==> src/hw/rtl/sgh_pkg.sv <==
package sgh_pkg;

    localparam int unsigned VAL_W       = 12;
    localparam int unsigned TICK_W      = 32;
    localparam int unsigned GEST_W      = 2;
    localparam int unsigned CFG_IDX_W   = 2;
    localparam int unsigned CFG_DATA_W  = 32;
    localparam int unsigned QUEUE_DEPTH = 2;

    typedef logic [GEST_W-1:0] t_gesture;

    localparam t_gesture GEST_NONE      = 2'd0;
    localparam t_gesture GEST_CALIBRATE = 2'd1;
    localparam t_gesture GEST_ARM       = 2'd2;
    localparam t_gesture GEST_DISARM    = 2'd3;

    localparam logic [CFG_IDX_W-1:0] CFG_LOW_THRESHOLD  = 2'd0;
    localparam logic [CFG_IDX_W-1:0] CFG_HIGH_THRESHOLD = 2'd1;
    localparam logic [CFG_IDX_W-1:0] CFG_HOLD_TICKS     = 2'd2;

    localparam logic [VAL_W-1:0]  LOW_THRESHOLD_RST  = 12'd1100;
    localparam logic [VAL_W-1:0]  HIGH_THRESHOLD_RST = 12'd1900;
    localparam logic [TICK_W-1:0] HOLD_TICKS_RST     = 32'd1000;

    typedef struct packed {
        logic [VAL_W-1:0] low_threshold;
        logic [VAL_W-1:0] high_threshold;
    } t_thresholds;

    typedef struct packed {
        t_gesture          seen;
        logic [TICK_W-1:0] now_tick;
    } t_qitem;

    function automatic t_gesture classify(input logic [VAL_W-1:0] thr,
                                          input logic [VAL_W-1:0] yaw,
                                          input logic [VAL_W-1:0] pitch,
                                          input t_thresholds    th);
        logic thr_low;
        logic yaw_right;
        logic yaw_left;
        logic pitch_up;
        t_gesture g;
        thr_low   = thr < th.low_threshold;
        yaw_right = yaw > th.high_threshold;
        yaw_left  = yaw < th.low_threshold;
        pitch_up  = pitch > th.high_threshold;
        // priority order: calibrate, arm, disarm
        if (thr_low && yaw_left && pitch_up) begin
            g = GEST_CALIBRATE;
        end else if (thr_low && yaw_right) begin
            g = GEST_ARM;
        end else if (thr_low && yaw_left) begin
            g = GEST_DISARM;
        end else begin
            g = GEST_NONE;
        end
        return g;
    endfunction

endpackage

==> src/hw/rtl/sgh_if.sv <==
interface sgh_in_if;
    import sgh_pkg::*;
    logic              valid;
    logic              ready;
    logic [VAL_W-1:0]  throttle_value;
    logic [VAL_W-1:0]  yaw_value;
    logic [VAL_W-1:0]  pitch_value;
    logic [TICK_W-1:0] now_tick;

    modport source (output valid, output throttle_value, output yaw_value,
                    output pitch_value, output now_tick, input ready);
    modport sink   (input valid, input throttle_value, input yaw_value,
                    input pitch_value, input now_tick, output ready);
endinterface

interface sgh_out_if;
    import sgh_pkg::*;
    logic     valid;
    logic     ready;
    t_gesture gesture;

    modport source (output valid, output gesture, input ready);
    modport sink   (input valid, input gesture, output ready);
endinterface

==> src/hw/rtl/stick_gesture_hold_detector_top.sv <==
// stick gesture hold detector
//
// i_in carries one stick item: throttle, yaw and pitch pulse widths and the
// current tick. o_out returns exactly one gesture code per input item, in
// order: none, or calibrate / arm / disarm on the item where a held gesture
// first exceeds the hold time.
// the config port writes low_threshold, high_threshold and hold_ticks by
// index on any edge with i_cfg_we high; unknown indexes are dropped.
// throughput is one item per cycle while the receiver keeps o_out.ready high.
// an item is classified and written into the queue at its accept edge; the
// back end pops it when the output register is empty or being taken and
// registers its gesture there, raising o_out.valid. the back end holds the
// single state register set and the 32-bit elapsed-time compare.
// a two-entry queue sits between classify and tracking; when the receiver
// stalls the output register holds its item, the queue fills, and i_in.ready
// drops once it is full.
// synchronous reset restores the default thresholds and hold time, clears
// tracking and empties the queue and output register.
module stick_gesture_hold_detector_top #(
    parameter int unsigned QUEUE_DEPTH = sgh_pkg::QUEUE_DEPTH
) (
    input  logic                            i_clk,
    input  logic                            i_rst_n,
    sgh_in_if.sink                          i_in,
    sgh_out_if.source                       o_out,
    input  logic                            i_cfg_we,
    input  logic [sgh_pkg::CFG_IDX_W-1:0]   i_cfg_idx,
    input  logic [sgh_pkg::CFG_DATA_W-1:0]  i_cfg_data
);
    import sgh_pkg::*;

    t_thresholds       r_th;
    logic [TICK_W-1:0] r_hold_ticks;
    logic              push_valid;
    logic              push_ready;
    t_qitem            push_item;
    logic              pop_valid;
    logic              pop_ready;
    t_qitem            pop_item;

    always_ff @(posedge i_clk) begin
        if (!i_rst_n) begin
            r_th.low_threshold  <= LOW_THRESHOLD_RST;
            r_th.high_threshold <= HIGH_THRESHOLD_RST;
            r_hold_ticks        <= HOLD_TICKS_RST;
        end else if (i_cfg_we) begin
            case (i_cfg_idx)
                CFG_LOW_THRESHOLD:  r_th.low_threshold  <= i_cfg_data[VAL_W-1:0];
                CFG_HIGH_THRESHOLD: r_th.high_threshold <= i_cfg_data[VAL_W-1:0];
                CFG_HOLD_TICKS:     r_hold_ticks        <= i_cfg_data[TICK_W-1:0];
                default: ;
            endcase
        end
    end

    sgh_front u_front (
        .i_in         (i_in),
        .i_th         (r_th),
        .o_push_valid (push_valid),
        .i_push_ready (push_ready),
        .o_push_item  (push_item)
    );

    sgh_queue #(
        .DEPTH (QUEUE_DEPTH)
    ) u_queue (
        .i_clk        (i_clk),
        .i_rst_n      (i_rst_n),
        .i_push_valid (push_valid),
        .o_push_ready (push_ready),
        .i_push_item  (push_item),
        .o_pop_valid  (pop_valid),
        .i_pop_ready  (pop_ready),
        .o_pop_item   (pop_item)
    );

    sgh_back u_back (
        .i_clk        (i_clk),
        .i_rst_n      (i_rst_n),
        .i_hold_ticks (r_hold_ticks),
        .i_pop_valid  (pop_valid),
        .o_pop_ready  (pop_ready),
        .i_pop_item   (pop_item),
        .o_out        (o_out)
    );

endmodule

==> src/hw/rtl/sgh_front.sv <==
module sgh_front (
    sgh_in_if.sink         i_in,
    input  sgh_pkg::t_thresholds i_th,
    output logic           o_push_valid,
    input  logic           i_push_ready,
    output sgh_pkg::t_qitem o_push_item
);
    import sgh_pkg::*;

    assign i_in.ready   = i_push_ready;
    assign o_push_valid = i_in.valid;

    always_comb begin
        o_push_item.seen     = classify(i_in.throttle_value, i_in.yaw_value,
                                        i_in.pitch_value, i_th);
        o_push_item.now_tick = i_in.now_tick;
    end

endmodule

==> src/hw/rtl/sgh_queue.sv <==
module sgh_queue #(
    parameter int unsigned DEPTH = sgh_pkg::QUEUE_DEPTH
) (
    input  logic            i_clk,
    input  logic            i_rst_n,
    input  logic            i_push_valid,
    output logic            o_push_ready,
    input  sgh_pkg::t_qitem i_push_item,
    output logic            o_pop_valid,
    input  logic            i_pop_ready,
    output sgh_pkg::t_qitem o_pop_item
);
    import sgh_pkg::*;

    localparam int unsigned PTR_W = (DEPTH > 1) ? $clog2(DEPTH) : 1;
    localparam int unsigned CNT_W = $clog2(DEPTH + 1);
    localparam logic [PTR_W-1:0] LAST_PTR = PTR_W'(DEPTH - 1);
    localparam logic [CNT_W-1:0] FULL_CNT = CNT_W'(DEPTH);

    t_qitem           r_mem [DEPTH];
    logic [PTR_W-1:0] r_wr_ptr, n_wr_ptr;
    logic [PTR_W-1:0] r_rd_ptr, n_rd_ptr;
    logic [CNT_W-1:0] r_count,  n_count;
    logic             push_fire;
    logic             pop_fire;

    assign o_push_ready = (r_count != FULL_CNT);
    assign o_pop_valid  = (r_count != '0);
    assign o_pop_item   = r_mem[r_rd_ptr];
    assign push_fire    = i_push_valid && o_push_ready;
    assign pop_fire     = o_pop_valid && i_pop_ready;

    always_comb begin
        n_wr_ptr = r_wr_ptr;
        n_rd_ptr = r_rd_ptr;
        n_count  = r_count;
        if (push_fire) begin
            n_wr_ptr = (r_wr_ptr == LAST_PTR) ? '0 : r_wr_ptr + PTR_W'(1);
        end
        if (pop_fire) begin
            n_rd_ptr = (r_rd_ptr == LAST_PTR) ? '0 : r_rd_ptr + PTR_W'(1);
        end
        case ({push_fire, pop_fire})
            2'b10:   n_count = r_count + CNT_W'(1);
            2'b01:   n_count = r_count - CNT_W'(1);
            default: n_count = r_count;
        endcase
    end

    always_ff @(posedge i_clk) begin
        if (!i_rst_n) begin
            r_wr_ptr <= '0;
            r_rd_ptr <= '0;
            r_count  <= '0;
        end else begin
            r_wr_ptr <= n_wr_ptr;
            r_rd_ptr <= n_rd_ptr;
            r_count  <= n_count;
        end
    end

    always_ff @(posedge i_clk) begin
        if (push_fire) begin
            r_mem[r_wr_ptr] <= i_push_item;
        end
    end

endmodule

==> src/hw/rtl/sgh_back.sv <==
module sgh_back (
    input  logic                         i_clk,
    input  logic                         i_rst_n,
    input  logic [sgh_pkg::TICK_W-1:0]   i_hold_ticks,
    input  logic                         i_pop_valid,
    output logic                         o_pop_ready,
    input  sgh_pkg::t_qitem              i_pop_item,
    sgh_out_if.source                    o_out
);
    import sgh_pkg::*;

    logic              r_tracking,   n_tracking;
    t_gesture          r_candidate,  n_candidate;
    logic [TICK_W-1:0] r_start_tick, n_start_tick;
    logic              r_out_valid,  n_out_valid;
    t_gesture          r_gesture,    n_gesture;
    logic [TICK_W-1:0] elapsed;
    logic              pop_fire;

    assign o_pop_ready = !r_out_valid || o_out.ready;
    assign pop_fire    = i_pop_valid && o_pop_ready;
    // elapsed time wraps modulo 2^32
    assign elapsed     = i_pop_item.now_tick - r_start_tick;

    always_comb begin
        n_tracking   = r_tracking;
        n_candidate  = r_candidate;
        n_start_tick = r_start_tick;
        n_gesture    = r_gesture;
        n_out_valid  = r_out_valid && !o_out.ready;
        if (pop_fire) begin
            n_out_valid = 1'b1;
            n_gesture   = GEST_NONE;
            if (i_pop_item.seen != GEST_NONE) begin
                if (!r_tracking || r_candidate != i_pop_item.seen) begin
                    n_start_tick = i_pop_item.now_tick;
                    n_tracking   = 1'b1;
                    n_candidate  = i_pop_item.seen;
                end else if (elapsed > i_hold_ticks) begin
                    // report once, keep candidate so a continued hold retimes
                    n_tracking = 1'b0;
                    n_gesture  = r_candidate;
                end
            end else begin
                n_tracking  = 1'b0;
                n_candidate = GEST_NONE;
            end
        end
    end

    always_ff @(posedge i_clk) begin
        if (!i_rst_n) begin
            r_tracking   <= 1'b0;
            r_candidate  <= GEST_NONE;
            r_start_tick <= '0;
            r_out_valid  <= 1'b0;
        end else begin
            r_tracking   <= n_tracking;
            r_candidate  <= n_candidate;
            r_start_tick <= n_start_tick;
            r_out_valid  <= n_out_valid;
        end
    end

    always_ff @(posedge i_clk) begin
        r_gesture <= n_gesture;
    end

    assign o_out.valid   = r_out_valid;
    assign o_out.gesture = r_gesture;

endmodule

==> src/flat_wrapper.sv <==
// flat-port wrapper written by rule: the top's interface ports become plain ports
module stick_gesture_hold_detector_top_flat import sgh_pkg::*;
#(
    parameter int unsigned QUEUE_DEPTH = sgh_pkg::QUEUE_DEPTH
)
  (i_clk, i_rst_n, i_cfg_we, i_cfg_idx, i_cfg_data, i_in_valid, i_in_throttle_value, i_in_yaw_value, i_in_pitch_value, i_in_now_tick, i_in_ready, o_out_valid, o_out_gesture, o_out_ready);
  sgh_in_if i_in_i ();
  sgh_out_if o_out_i ();
  input  logic i_clk;
  input  logic i_rst_n;
  input  logic i_cfg_we;
  input  logic [sgh_pkg::CFG_IDX_W-1:0] i_cfg_idx;
  input  logic [sgh_pkg::CFG_DATA_W-1:0] i_cfg_data;
  input wire logic [$bits(i_in_i.valid)-1:0] i_in_valid;
  input wire logic [$bits(i_in_i.throttle_value)-1:0] i_in_throttle_value;
  input wire logic [$bits(i_in_i.yaw_value)-1:0] i_in_yaw_value;
  input wire logic [$bits(i_in_i.pitch_value)-1:0] i_in_pitch_value;
  input wire logic [$bits(i_in_i.now_tick)-1:0] i_in_now_tick;
  output wire logic [$bits(i_in_i.ready)-1:0] i_in_ready;
  output wire logic [$bits(o_out_i.valid)-1:0] o_out_valid;
  output wire logic [$bits(o_out_i.gesture)-1:0] o_out_gesture;
  input wire logic [$bits(o_out_i.ready)-1:0] o_out_ready;
  assign i_in_i.valid = i_in_valid;
  assign i_in_i.throttle_value = i_in_throttle_value;
  assign i_in_i.yaw_value = i_in_yaw_value;
  assign i_in_i.pitch_value = i_in_pitch_value;
  assign i_in_i.now_tick = i_in_now_tick;
  assign i_in_ready = i_in_i.ready;
  assign o_out_valid = o_out_i.valid;
  assign o_out_gesture = o_out_i.gesture;
  assign o_out_i.ready = o_out_ready;
  stick_gesture_hold_detector_top #(.QUEUE_DEPTH(QUEUE_DEPTH)) u_core (.i_clk(i_clk), .i_rst_n(i_rst_n), .i_in(i_in_i), .o_out(o_out_i), .i_cfg_we(i_cfg_we), .i_cfg_idx(i_cfg_idx), .i_cfg_data(i_cfg_data));
endmodule
==> config.mk <==
export PLATFORM = sky130hd
export DESIGN_NAME = stick_gesture_hold_detector_top_flat
export DESIGN_NICKNAME = d
export VERILOG_FILES = /design/src/hw/rtl/sgh_pkg.sv /design/src/hw/rtl/sgh_if.sv /design/src/hw/rtl/stick_gesture_hold_detector_top.sv /design/src/hw/rtl/sgh_front.sv /design/src/hw/rtl/sgh_queue.sv /design/src/hw/rtl/sgh_back.sv /design/src/flat_wrapper.sv
export SDC_FILE = /design/constraint.sdc
export NUM_CORES = 1
export LEC_CHECK = 0
export BUFFER_PORTS_ARGS = -buffer_cell sky130_fd_sc_hd__buf_4
export CORE_MARGIN = 2
export CORE_UTILIZATION = 60
export CTS_BUF_LIST = sky130_fd_sc_hd__clkbuf_16
export DETAILED_ROUTE_END_ITERATION = 7
export PLACE_DENSITY = 0.93
export SYNTH_ARGS = -nofsm -noshare
export SYNTH_HDL_FRONTEND = slang
export SYNTH_HIERARCHICAL = 1
export SYNTH_SLANG_ARGS = --single-unit
==> constraint.sdc <==
create_clock -name i_clk -period 4.9 [get_ports i_clk]
set_input_delay 0.49 -clock i_clk [delete_from_list [all_inputs] [get_ports i_clk]]
set_output_delay 0.49 -clock i_clk [all_outputs]
set_load 0.005 [all_outputs]
Yosys cells after proc, flatten, opt, wreduce, memory -nomap -nowiden
Memory sizes are Yosys's and may differ from the RTL's. A register that Yosys moved wholly into a read port is not among the register bits.
Index checks and enable logic that the tools add are counted.

storage, ports and cells
  register bits = 98
  bits in writable memories = 68
  bits of input ports = 107
  memories = 1

memories
  name                  words  width  read ports  clocked after memory_dff  write ports  line             RTL
  u_core.u_queue.r_mem  2      34     1           1                         1            sgh_queue.sv:20  t_qitem r_mem [DEPTH];

cells by class
  add/sub/neg operators = 5
  order comparisons = 5
  equality and inequality tests = 8
  mux-type cells = 16
  bitwise gates (word level) = 2
  reduce and logical (&&, ||, !) cells = 22

operators by type and width
  cell                                                 number
  > comparator 32 bit                                  1
  subtractor 32 bit                                    1
  > comparator 12 bit                                  2
  < comparator 12 bit                                  2
  2-to-1 mux 1 bit                                     10
  2-to-1 mux 2 bit                                     5
  AND reduction 2 bit                                  5
  logical AND 1 bit                                    6
  nonzero test 2 bit                                   3
  equality test 2 x 1 -> 1 bit, second input constant  2
  equality test 2 bit, second input constant           2
  one-hot mux 2 bit (2 select lines)                   1
  zero test 1 bit                                      3
  != test 3 x 1 -> 1 bit, second input constant        1
  AND reduction 3 bit                                  1
  OR reduction 3 bit                                   1
  adder 1 bit, second input constant                   2
  adder 2 x 1 -> 2 bit, second input constant          1
  zero test 2 bit                                      1
  logical OR 1 bit                                     2
  != test 2 x 1 -> 1 bit, second input constant        1
  != test 2 bit                                        1
  != test 2 bit, second input constant                 1
  NOT 1 bit                                            2
  subtractor 2 x 1 -> 2 bit, second input constant     1

Depth between registers and ports, before layout
Gate-level depths: netlist of run 1.

  word-level depth = 5
  depth in mapped cells = 22

Cells and area by module
Netlist of run 1, hierarchy kept.

by module, submodules not included
  module                           times used  cells an instance  area each (sq um)
  sgh_back                         1           511                3993.8
  sgh_queue                        1           130                2680.1
  stick_gesture_hold_detector_top  1           229                2233.4
  sgh_front                        1           178                1372.6

Worst setup path before layout of run 1
No wires, ideal clock.

  path kind = register -> register
  start point = reg (tool-made name)
  end point = reg u_core.u_back.r_gesture[0], in the netlist u_core/u_back/o_out.gesture[0] (data pin)
  library setup time = 0.255 ns
  data arrival time = 3.868 ns
  required time = 4.645 ns
  setup slack = 0.777 ns
  stages on the path, launching flop included = 19
  buffers on the path = 2
  period minus slack after synthesis = 4.123 ns
  cells stage by stage = dfxtp_1 buf_2 buf_2 mux2_2 ha_1 a2111o_1 o21ai_2 nand2_1 a21o_1 a21oi_1 xnor2_1 ha_1 nand4_1 nor3_1 a21boi_1 or4_1 a21oi_1 a31o_1 nor3_1

RTL lines
  element               line            RTL
  to (signal assigned)  sgh_back.sv:66  r_gesture <= n_gesture;
  to (decl)             sgh_back.sv:16  t_gesture r_gesture, n_gesture;

==> results of run 1 <==
path summary, 6_finish.rpt:
path / from / to / slack, ns / depth (start not counted)
worst max-delay path: flip-flop / u_core/u_back/o_out.gesture[0]$_SDFFCE_PP0P_ / 0.45 / 19
worst min-delay path: i_in_now_tick[23] / u_core/u_queue/r_mem[1][23]$_DFFE_PP_ / 0.23 / 1
worst max register to register: flip-flop / u_core/u_back/o_out.gesture[0]$_SDFFCE_PP0P_ / 0.45 / 19
worst min register to register: u_core/r_hold_ticks[19]$_SDFFE_PN0P_ / u_core/r_hold_ticks[19]$_SDFFE_PN0P_ / 0.46 / 2
where the power goes:
group          internal, W  total, W  switching [W]
Sequential         0.00167   0.00176      0.0000937
Clock             0.000855   0.00142       0.000563
Combinational      0.00155   0.00354        0.00199
cell families after synthesis:
kind of cell,count (synthesis),synth area share
mux,122,0.1231
flops,167,0.3934
compound gates,178,0.1181
xor+xnor,33,0.02812
buf+inv,174,0.08143
simple gates,263,0.1201
fa+ha+maj,111,0.1358
cell usage after synthesis (2+ instances only):
library cell	instances	area, um2
nand3b_1	3	22.52
xnor2_1	23	201.4
and3b_1	2	17.52
and3_1	5	31.28
buf_2	15	75.07
ha_1	110	1376
inv_1	105	394.1
a21oi_1	62	310.3
a211oi_2	2	25.02
clkbuf_1	13	48.80
o21bai_1	4	30.03
a311oi_2	2	30.03
o41a_1	2	22.52
a21oi_2	6	52.55
nand2b_1	5	31.28
o21a_1	7	52.55
mux2i_1	87	870.8
a21boi_0	2	15.01
o21ai_0	21	105.1
a31oi_1	5	31.28
a211oi_1	3	22.52
dfxtp_1	97	1942
nand4_1	18	112.6
o31a_2	2	20.02
buf_6	5	56.30
nor2b_1	33	206.5
a21boi_1	2	15.01
nor4_1	4	25.02
xor2_1	10	87.58
a21o_1	19	142.6
o21ai_2	4	35.03
inv_2	2	7.510
o22ai_1	3	18.77
mux2_2	34	382.9
buf_4	34	255.2
edfxtp_1	70	2102
nor2_1	57	214.0
nor3_1	8	40.04
o211ai_1	6	45.04
o21ai_1	9	45.04
nand2_1	105	394.1
o32ai_1	2	17.52
nand3_1	14	70.07
routing by layer:
metal,track usage,wire [um],vias up
li1,-,-,3773
met1,0.3160,9784,3562
met2,0.4247,10610,238
met3,0.05068,1109,43
met4,0.08304,500,0
met5,0,0,-
stage by stage:
stage / std cells / power [W] / hold WS (ns) / setup WS, ns / util
floorplan: 1048 / 0.004474 / 0.4347 / 0.7770 / -
global placement: 1317 / 0.005081 / 0.4426 / 0.6634 / 0.6612
detailed placement: 1317 / 0.005201 / 0.4495 / 0.5537 / 0.6612
CTS: 1349 / 0.006672 / 0.2242 / 0.4497 / 0.6987
global route: 1349 / 0.007182 / 0.2253 / 0.04689 / 0.6987
finish: 1349 / 0.006717 / 0.2331 / 0.4465 / 0.6987
worst max-delay path: stages (launching register included):
cell,delay [ns]
dfxtp_1,0.36
buf_12,0.23
mux2_2,0.38
inv_1,0.07
ha_1,0.21
inv_1,0.07
fa_1,0.40
a21o_1,0.19
nand4_1,0.11
a21oi_1,0.13
o21ai_1,0.24
nand2_1,0.15
a221oi_2,0.29
xnor2_1,0.10
ha_1,0.27
nand4_1,0.14
nor4_1,0.40
a21oi_1,0.13
a31o_1,0.23
nor3_1,0.19
state kept, by name, indices dropped and copies added, names as in the netlist, named ones only:
signal / flops
u_core/u_back/r_start_tick: 32
u_core/u_back/o_out.valid: 1
u_core/u_queue/r_wr_ptr: 1
u_core/r_hold_ticks: 32
u_core/u_back/o_out.gesture: 2
u_core/u_queue/r_rd_ptr: 1
u_core/u_queue/r_count: 2
u_core/u_back/r_candidate: 2
u_core/u_back/r_tracking: 1
u_core/r_th: 24
u_core/u_queue/r_mem: 68
layout by cell type (no fill, tap or decap), drive strengths merged, types with 3 or more instances in the layout:
| master | n |
|---|---|
| nand2b | 5 |
| a21oi | 68 |
| o21a | 7 |
| ha | 110 |
| and3 | 5 |
| buf | 116 |
| o211ai | 6 |
| nor2 | 57 |
| nand3 | 15 |
| nor2b | 33 |
| a31oi | 5 |
| nand4 | 18 |
| a21o | 20 |
| mux2 | 35 |
| xnor2 | 23 |
| nand2 | 105 |
| inv | 111 |
| edfxtp | 70 |
| bufinv | 4 |
| clkinvlp | 3 |
| mux2i | 87 |
| dfxtp | 97 |
| nor3 | 8 |
| a21boi | 4 |
| xor2 | 10 |
| a211oi | 6 |
| o21bai | 4 |
| clkbuf | 17 |
| nor4 | 4 |
| o22ai | 3 |
| clkinv | 4 |
| nand3b | 3 |
| o21ai | 34 |
cell type report:
type,count,area [um2],area share
Sequential cell,167,4044,0.3478
Inverter,107,401.6,0.03454
Multi-Input combinational cell,707,5399,0.4643
Timing Repair Buffer,116,883.3,0.07597
Clock inverter,15,198.9,0.01711
Clock buffer,17,425.4,0.03659
Tap cell,220,275.3,0.02367
==> summary.txt, run 1 <==
Status
  – Status: finished clean

Placement
  – Placement Cell Area: approximately 11000 um2
  – IO buf count: 110
  – Dpl hpwl: 16050 um
  – Final RePlAce weighted congestion: 0.9153

Yosys
  – Part of the Yosys area used for sequential elements: 0.3934
  – Mapped Nets: 1266
  – Post-synthesis cell area: roughly 10000 um2
  – Syn_area_per_cell: between 9 and 10 um2
  – Register bit total from synthesis: approximately 170
  – Synthesis Warnings: 6
  – Async set-reset flop share out of synthesis: 0
  – Top_reg_cell synth: dfxtp_1
  – Number of flops mapped to enable cells by yosys: 70
  – Count of different cell masters after synthesis: 69
  – Synthesized instance count: around 1000

Drt
  – DRC viols: 0
  – Via count: around 7600
  – Final WL: 22010 um
  – DR vias/cell: ~5.6
  – Antenna Nets Post-Route: 0
  – Initial DRC count: just under 700
  – TritonRoute pass-1 iters: 6
  – Wire per inst: approximately 16 um

CTS
  – Worst-path clk slew: 0.06 ns
  – CTS root buf: clkbuf_16
  – Worst skew pair latency: approximately 0.43 ns
  – Post-CTS Hold Fix Bufs: 0
  – Post-CTS setup buffers: 0
  – CTS Buffer Depth: 2
  – Sink Count: between 150 and 200
  – # resized after CTS: 0
  – TritonCTS clock tree: built
  – CTS Buf Count: 17
  – CTS H-tree lvls: 4

Die
  – Die Ht: roughly 130 um
  – I/O Pins: around 110
  – Die area: roughly 18000 um2
  – Chip width: between 100 and 150 um
  – CORE AREA: 16640 um2
  – Rows: 47
  – Initial Util: 0.6177

Global route
  – First-pass GRT wire length: around 36000 um
  – Grt total ovfl: 0
  – Largest net degree at the start of global routing: 100
  – Initial antenna violation count: 0
  – GRT Util Overall: 0.2488
  – Vias in the first global route: 7551

Timing
  – Rel. slew slack: 0.3974
  – Fin. max-slew vios: 0
  – Endpoints failing setup: 0
  – Clock skew: 0.01018 ns
  – Final worst-path cycle share: 0.9089
  – Fmax: approximately 220 MHz
  – Setup TNS: 0 ns
  – Final min period: about 4.5 ns
  – RSZ-0062 raised after global routing: false
  – Worst-Margin Slew: approximately 0.90 ns
  – Hold Vio Cnt, Final: 0

Run
  – # Max-Cap Violations: 0

Final layout
  – Fillers: around 1200
  – Final Cell Area: between 10000 and 15000 um2
  – ANT cells: 0
  – Area Growth Syn to Fin: 13.11%
  – NumNets Final: 1334
  – Ratio of cells with drive above 1 in the final layout: 0.1833

Worst hold path
  – Worst Hold Class: in2reg

Power and ir drop
  – Pwr dens: roughly 580 nW/um2
  – LEAKAGE: 4.891 nW
  – Peak VDD IR: 0.4164 mV

Worst setup path
  – Critical Path AT: about 4.7 ns
  – Crit Path Class: reg2reg
  – Critical path capture point type: flip-flop
  – Crit Path Max Fanout: 34
  – Type of origin of the critical path: flip-flop
  – Crit path required time: roughly 5.2 ns
Power figures use the tool's default switching activity.
==> run 2: changes to the inputs <==
- BUFFER_PORTS_ARGS: -buffer_cell sky130_fd_sc_hd__buf_4 -> unset
- CORE_UTILIZATION: 60 -> 50
- DONT_BUFFER_PORTS: unset -> 1
- PLACE_DENSITY: 0.93 -> 0.77
==> run 2 against run 1 <==
  * Sequential share of layout area rose by 2.6 points
  * Critical path depth is 3 lower
  * Register-to-register slack lost 0.04 ns
  * Count of clock-buffer cells in the layout unchanged
  * Clock skew is 0.00069 ns lower
  * Wire length is 3.5% lower
  * Die area increased by 19%
  * Global-route usage down 4.8 points
  * Critical path type unchanged
==> summary.txt, run 2 (synthesis gave the netlist of run 1 again) <==
Power and ir drop
  – Peak VDD IR: ~0.3 mV
  – LEAKAGE: roughly 4.3 nW
  – Pwr dens: 598.5 nW/um2
  – Power, Total: 0.006483 W

Final layout
  – ANT cells: 0
  – Area Growth Syn to Fin: 5.367%
  – Biggest regs: u_core/u_queue/r_mem x68, u_core/r_hold_ticks x32, u_core/u_back/r_start_tick x32
  – Reg with most FFs: u_core/u_queue/r_mem
  – Commonest cells after routing, fill and taps aside: 110 x ha_1, 105 x nand2_1, 105 x inv_1
  – Max reg flops: 68
  – NumNets Final: approximately 1200
  – Final Non-Filler Cells: between 1000 and 1500
  – Ratio of cells with drive above 1 in the final layout: 0.09823
  – Commonest non-fill, non-tap cell in the layout: ha_1

Die
  – Rows: 52
  – I/O Pins: approximately 110
  – Die area: 21720 um2
  – Initial Util: 0.5080
  – Chip width: 147.4 um
  – Die Ht: ~150 um
  – CORE AREA: 20230 um2

Timing
  – Hold Vio Cnt, Final: 0
  – Fin. max-slew vios: 0
  – Endpoints failing setup: 0
  – RSZ-0062 raised after global routing: false
  – Clock skew: 0.009486 ns
  – Worst-Margin Slew: 1.143 ns
  – Fmax: around 220 MHz
  – Rel. slew slack: 0.2355
  – Final min period: 4.490 ns
  – Final worst-path cycle share: 0.9162
  – Setup TNS: 0 ns
  – Hold_ws: approximately 0.15 ns

Worst setup path
  – Critical path capture point type: flip-flop
  – Type of origin of the critical path: flip-flop
  – Crit Path Class: reg2reg
  – Critical path buffers and inverters: 1
  – Slowest stage delay, CP: around 0.46 ns
  – Crit path required time: ~5.2 ns
  – Critical Path, Cell by Cell: buf_12 -> mux2_2 -> ha_1 -> nand4_1 -> nor4_1 -> o211ai_1 -> nand3_2 -> nand2_1 -> a32oi_1 -> xnor2_1 -> ha_1 -> nand4_1 -> nor4_1 -> a21oi_1 -> a31o_1 -> nor3_1
  – CP max-delay cell: dfxtp_2
  – Crit Path Max Fanout: 27
  – Critical Path AT: 4.75 ns
  – Top delay family on crit path: simple AND/OR/NAND/NOR gates

Drt
  – Initial DRC count: 370
  – Final WL: around 21000 um
  – TritonRoute pass-1 iters: 5
  – Via count: around 7100
  – Wire per inst: approximately 16 um
  – Routed met1 length: slightly above 10000 um
  – Met2 Wirelength: approximately 9700 um
  – Met3 WL: ~1000 um
  – Antenna Nets Post-Route: 0
  – Top Layer Used: met4
  – DR vias/cell: 5.492
  – DRC viols: 0

Run
  – # Max-Cap Violations: 0

CTS
  – Sink Count: 167
  – CTS H-tree lvls: 4
  – Post-CTS setup buffers: 0
  – CTS root buf: clkbuf_16
  – CTS Buf Count: 17
  – CTS Buffer Depth: 2
  – Worst-path clk slew: ~0.070 ns
  – TritonCTS clock tree: built
  – Worst skew pair latency: about 0.43 ns

Global route
  – Largest net degree at the start of global routing: 100
  – Initial antenna violation count: 0
  – GRT Util Overall: 0.2003
  – Grt total ovfl: 0
  – Vias in the first global route: slightly above 7000
  – First-pass GRT wire length: about 35000 um

Placement
  – Dpl hpwl: 15940 um
  – # placed instances: about 1300
  – IO buf count: 0
  – Final RePlAce weighted congestion: approximately 0.87

Status
  – Status: finished clean

Worst hold path
  – Worst Hold Class: in2reg
==> run 2: worst paths after layout <==
| path | to | slack, ns | depth (start not counted) | start |
|---|---|---|---|---|
| worst max-delay path | u_core/u_back/o_out.gesture[0]$_SDFFCE_PP0P_ | 0.41 | 16 | flip-flop |
| worst min-delay path | u_core/u_queue/r_mem[1][22]$_DFFE_PP_ | 0.15 | 0 | i_in_now_tick[22] |
| worst max register to register | u_core/u_back/o_out.gesture[0]$_SDFFCE_PP0P_ | 0.41 | 16 | flip-flop |
| worst min register to register | u_core/r_th[17]$_SDFFE_PN0P_ | 0.46 | 2 | u_core/r_th[17]$_SDFFE_PN0P_ |
==> run 2: final cells by class <==
cell class | count | area, um2
sequential | 167 | 4045
clock buffer | 17 | 425.4
timing repair buffer | 5 | 62.56
fill | 1768 | 9403
inverter | 107 | 401.6
clock inverter | 15 | 158.9
tap | 270 | 337.8
multi-input combinational | 707 | 5400
==> run 2: layer usage <==
metal  global-route usage  vias to the layer above
li1                     -                     3548
met1               0.2645                     3352
met2               0.3236                      146
met3              0.04907                       28
met4              0.06875                        0
met5                    0                        -
==> run 2: what timing repair did <==
item | CTS | global route
gates resized for setup | 0 | 1
hold buffers | 0 | 0
setup endpoints to repair | 0 | 3
==> run 2: per-stage QoR <==
stage	cell area [um2]	setup WS [ns]	util
2_1_floorplan	10280	0.7770	-
3_3_place_gp	10250	0.2750	0.5064
3_5_place_dp	10250	0.3058	0.5064
4_1_cts	10830	0.2734	0.5352
5_1_grt	10830	0.04394	0.5353
6_report	10830	0.4104	0.5353
==> run 2: where the power goes <==
| part | internal, W | switching (W) | total [W] |
|---|---|---|---|
| sequential | 0.00167 | 0.000105 | 0.00177 |
| combinational | 0.00148 | 0.00190 | 0.00338 |
| clock | 0.000725 | 0.000606 | 0.00133 |
==> run 2: worst reg2reg max path: stages (launching register included) <==
cell and delay, ns:
dfxtp_2 0.46, buf_12 0.25, mux2_2 0.40, ha_1 0.40
nand4_1 0.25, nor4_1 0.42, o211ai_1 0.19, nand3_2 0.16
nand2_1 0.08, a32oi_1 0.22, xnor2_1 0.09, ha_1 0.33
nand4_1 0.15, nor4_1 0.40, a21oi_1 0.12, a31o_1 0.22
nor3_1 0.18
==> run 3: changes to the inputs <==
- RECOVER_POWER: unset -> 50
==> run 3 against run 2 <==
  * The run now ends with max-capacitance violations, max-slew violations left
  * Register-to-register slack barely moved
  * Worst setup slack improved by 0.0088 ns
  * Worst hold slack barely moved
  * Clock skew rose by 0.00089 ns
  * Non-clock buffer count did not move
  * Utilization barely moved
  * Combinational power barely moved
  * Critical path type unchanged
  * Largest power group unchanged
  * Highest routed layer unchanged
==> summary.txt, run 3 (synthesis gave the netlist of run 1 again) <==
CTS
  – Post-CTS setup buffers: 0
  – CTS root buf: clkbuf_16
  – CTS H-tree lvls: 4
  – CTS Buffer Depth: 2
  – Worst skew pair latency: between 0.4 and 0.5 ns
  – Sink Count: 167
  – TritonCTS clock tree: built
  – Worst-path clk slew: approximately 0.070 ns
  – CTS Buf Count: 17

Timing
  – Fmax: 223.2 MHz
  – Endpoints failing setup: 0
  – Final worst-path cycle share: 0.9144
  – Clock skew: 0.01038 ns
  – Rel. slew slack: -0.2263
  – Worst-Margin Slew: 1.840 ns
  – Fin. max-slew vios: 25
  – Final min period: approximately 4.5 ns
  – RSZ-0062 raised after global routing: false
  – Hold_ws: 0.1513 ns
  – Setup TNS: 0 ns
  – Hold Vio Cnt, Final: 0

Drt
  – DR vias/cell: 5.503
  – Antenna Nets Post-Route: 0
  – Wire per inst: 16.48 um
  – Initial DRC count: 346
  – Via count: 7088
  – TritonRoute pass-1 iters: 5
  – Final WL: about 21000 um
  – DRC viols: 0

Worst setup path
  – Crit path required time: between 5 and 6 ns
  – Critical path buffers and inverters: 1
  – Critical Path AT: roughly 4.7 ns
  – Critical path capture point type: flip-flop
  – Type of origin of the critical path: flip-flop
  – Top delay family on crit path: simple AND/OR/NAND/NOR gates
  – Crit Path Max Fanout: 27
  – Crit Path Class: reg2reg
  – CP max-delay cell: dfxtp_2
  – Critical Path, Cell by Cell: buf_12 -> mux2_2 -> ha_1 -> nand4_1 -> nor4_1 -> o211ai_1 -> nand3_2 -> nand2_1 -> a32oi_1 -> xnor2_1 -> ha_1 -> nand4_1 -> nor4_1 -> a21oi_1 -> a31o_1 -> nor3_1
  – Slowest stage delay, CP: approximately 0.46 ns

Final layout
  – Fillers: between 1500 and 2000
  – Commonest cells after routing, fill and taps aside: 110 x ha_1, 105 x nand2_1, 105 x inv_1
  – Commonest non-fill, non-tap cell in the layout: ha_1
  – NumNets Final: ~1200
  – Biggest regs: u_core/u_queue/r_mem x68, u_core/r_hold_ticks x32, u_core/u_back/r_start_tick x32
  – Max reg flops: between 60 and 70
  – Area Growth Syn to Fin: 5.294%
  – Reg with most FFs: u_core/u_queue/r_mem
  – Register Area: approximately 4000 um2
  – Multi-input logic area: about 5400 um2
  – ANT cells: 0
  – Ratio of cells with drive above 1 in the final layout: 0.09627

Run
  – # Max-Cap Violations: 1

Die
  – CORE AREA: slightly above 20000 um2
  – Chip width: approximately 150 um
  – Die area: 21720 um2
  – Rows: 52
  – I/O Pins: 111
  – Die Ht: ~150 um
  – Initial Util: 0.5080

Placement
  – Final RePlAce weighted congestion: just under 0.9
  – Dpl hpwl: ~16000 um
  – IO buf count: 0

Global route
  – Initial antenna violation count: 0
  – GRT Util Overall: 0.2003
  – Largest net degree at the start of global routing: 100
  – Vias in the first global route: slightly above 7000
  – Grt total ovfl: 0
  – First-pass GRT wire length: roughly 35000 um

Power and ir drop
  – Peak VDD IR: a little over 0.3 mV
  – LEAKAGE: between 4 and 5 nW
  – Pwr dens: 599.5 nW/um2

Status
  – Failing checks: max-capacitance violations, max-slew violations
  – Status: finished with violations

Worst hold path
  – Worst Hold Class: in2reg
## run 3: changes by cell type in the layout (fill, tap and decap cells not counted)
| cell | before | now |
|---|---|---|
| buf_4 | 3 | 1 |
| clkbuf_1 | 0 | 2 |
## run 3: report_power, final
| group | switching (W) | internal [W] |
|---|---|---|
| Clock | 0.000607 | 0.000725 |
| Combinational | 0.00191 | 0.00148 |
| Sequential | 0.000105 | 0.00167 |
| Total | 0.00262 | 0.00387 |
## run 3: per-layer routing
layer	global-route usage	vias to the layer above	routed length, um	part of all wire
met5	0	-	0	0
met1	0.2645	3358	10060	0.47
met4	0.06875	0	454	0.021
li1	-	3550	-	-
met3	0.04907	28	1062	0.050
met2	0.3236	152	9653	0.45
## run 3: repair_timing
item / in CTS / in global routing
setup endpoints to repair: 0 / 3
resized for setup: 0 / 1
hold buffers: 0 / 0
## run 3: final timing paths
path / startpoint / end / slack (ns) / depth (start not counted)
setup / recovery: flip-flop / u_core/u_back/o_out.gesture[1]$_SDFFCE_PP0P_ / 0.42 / 16
hold / removal: i_in_now_tick[22] / u_core/u_queue/r_mem[1][22]$_DFFE_PP_ / 0.15 / 0
setup reg to reg: flip-flop / u_core/u_back/o_out.gesture[1]$_SDFFCE_PP0P_ / 0.42 / 16
hold reg to reg: u_core/r_th[17]$_SDFFE_PN0P_ / u_core/r_th[17]$_SDFFE_PN0P_ / 0.46 / 2
## run 3: final cells by class
cell class	instances	area share
timing repair buffer	5	0.005086
clock buffer	17	0.03930
multi-input combinational	707	0.4989
clock inverter	15	0.01468
inverter	107	0.03711
tap	270	0.03121
sequential	167	0.3737
## run 3: stage by stage
stage	power [W]	area [um2]	setup WS, ns	cells	utilization
final	0.006489	10820	0.4193	1288	0.5349
after global routing	0.006999	10820	0.04394	1288	0.5349
after CTS	0.006486	10830	0.2734	1288	0.5352
after detailed placement	0.005119	10250	0.3058	1256	0.5064
after global placement	0.005033	10250	0.2750	1256	0.5064
after floorplan	0.004474	10280	0.7770	1048	-
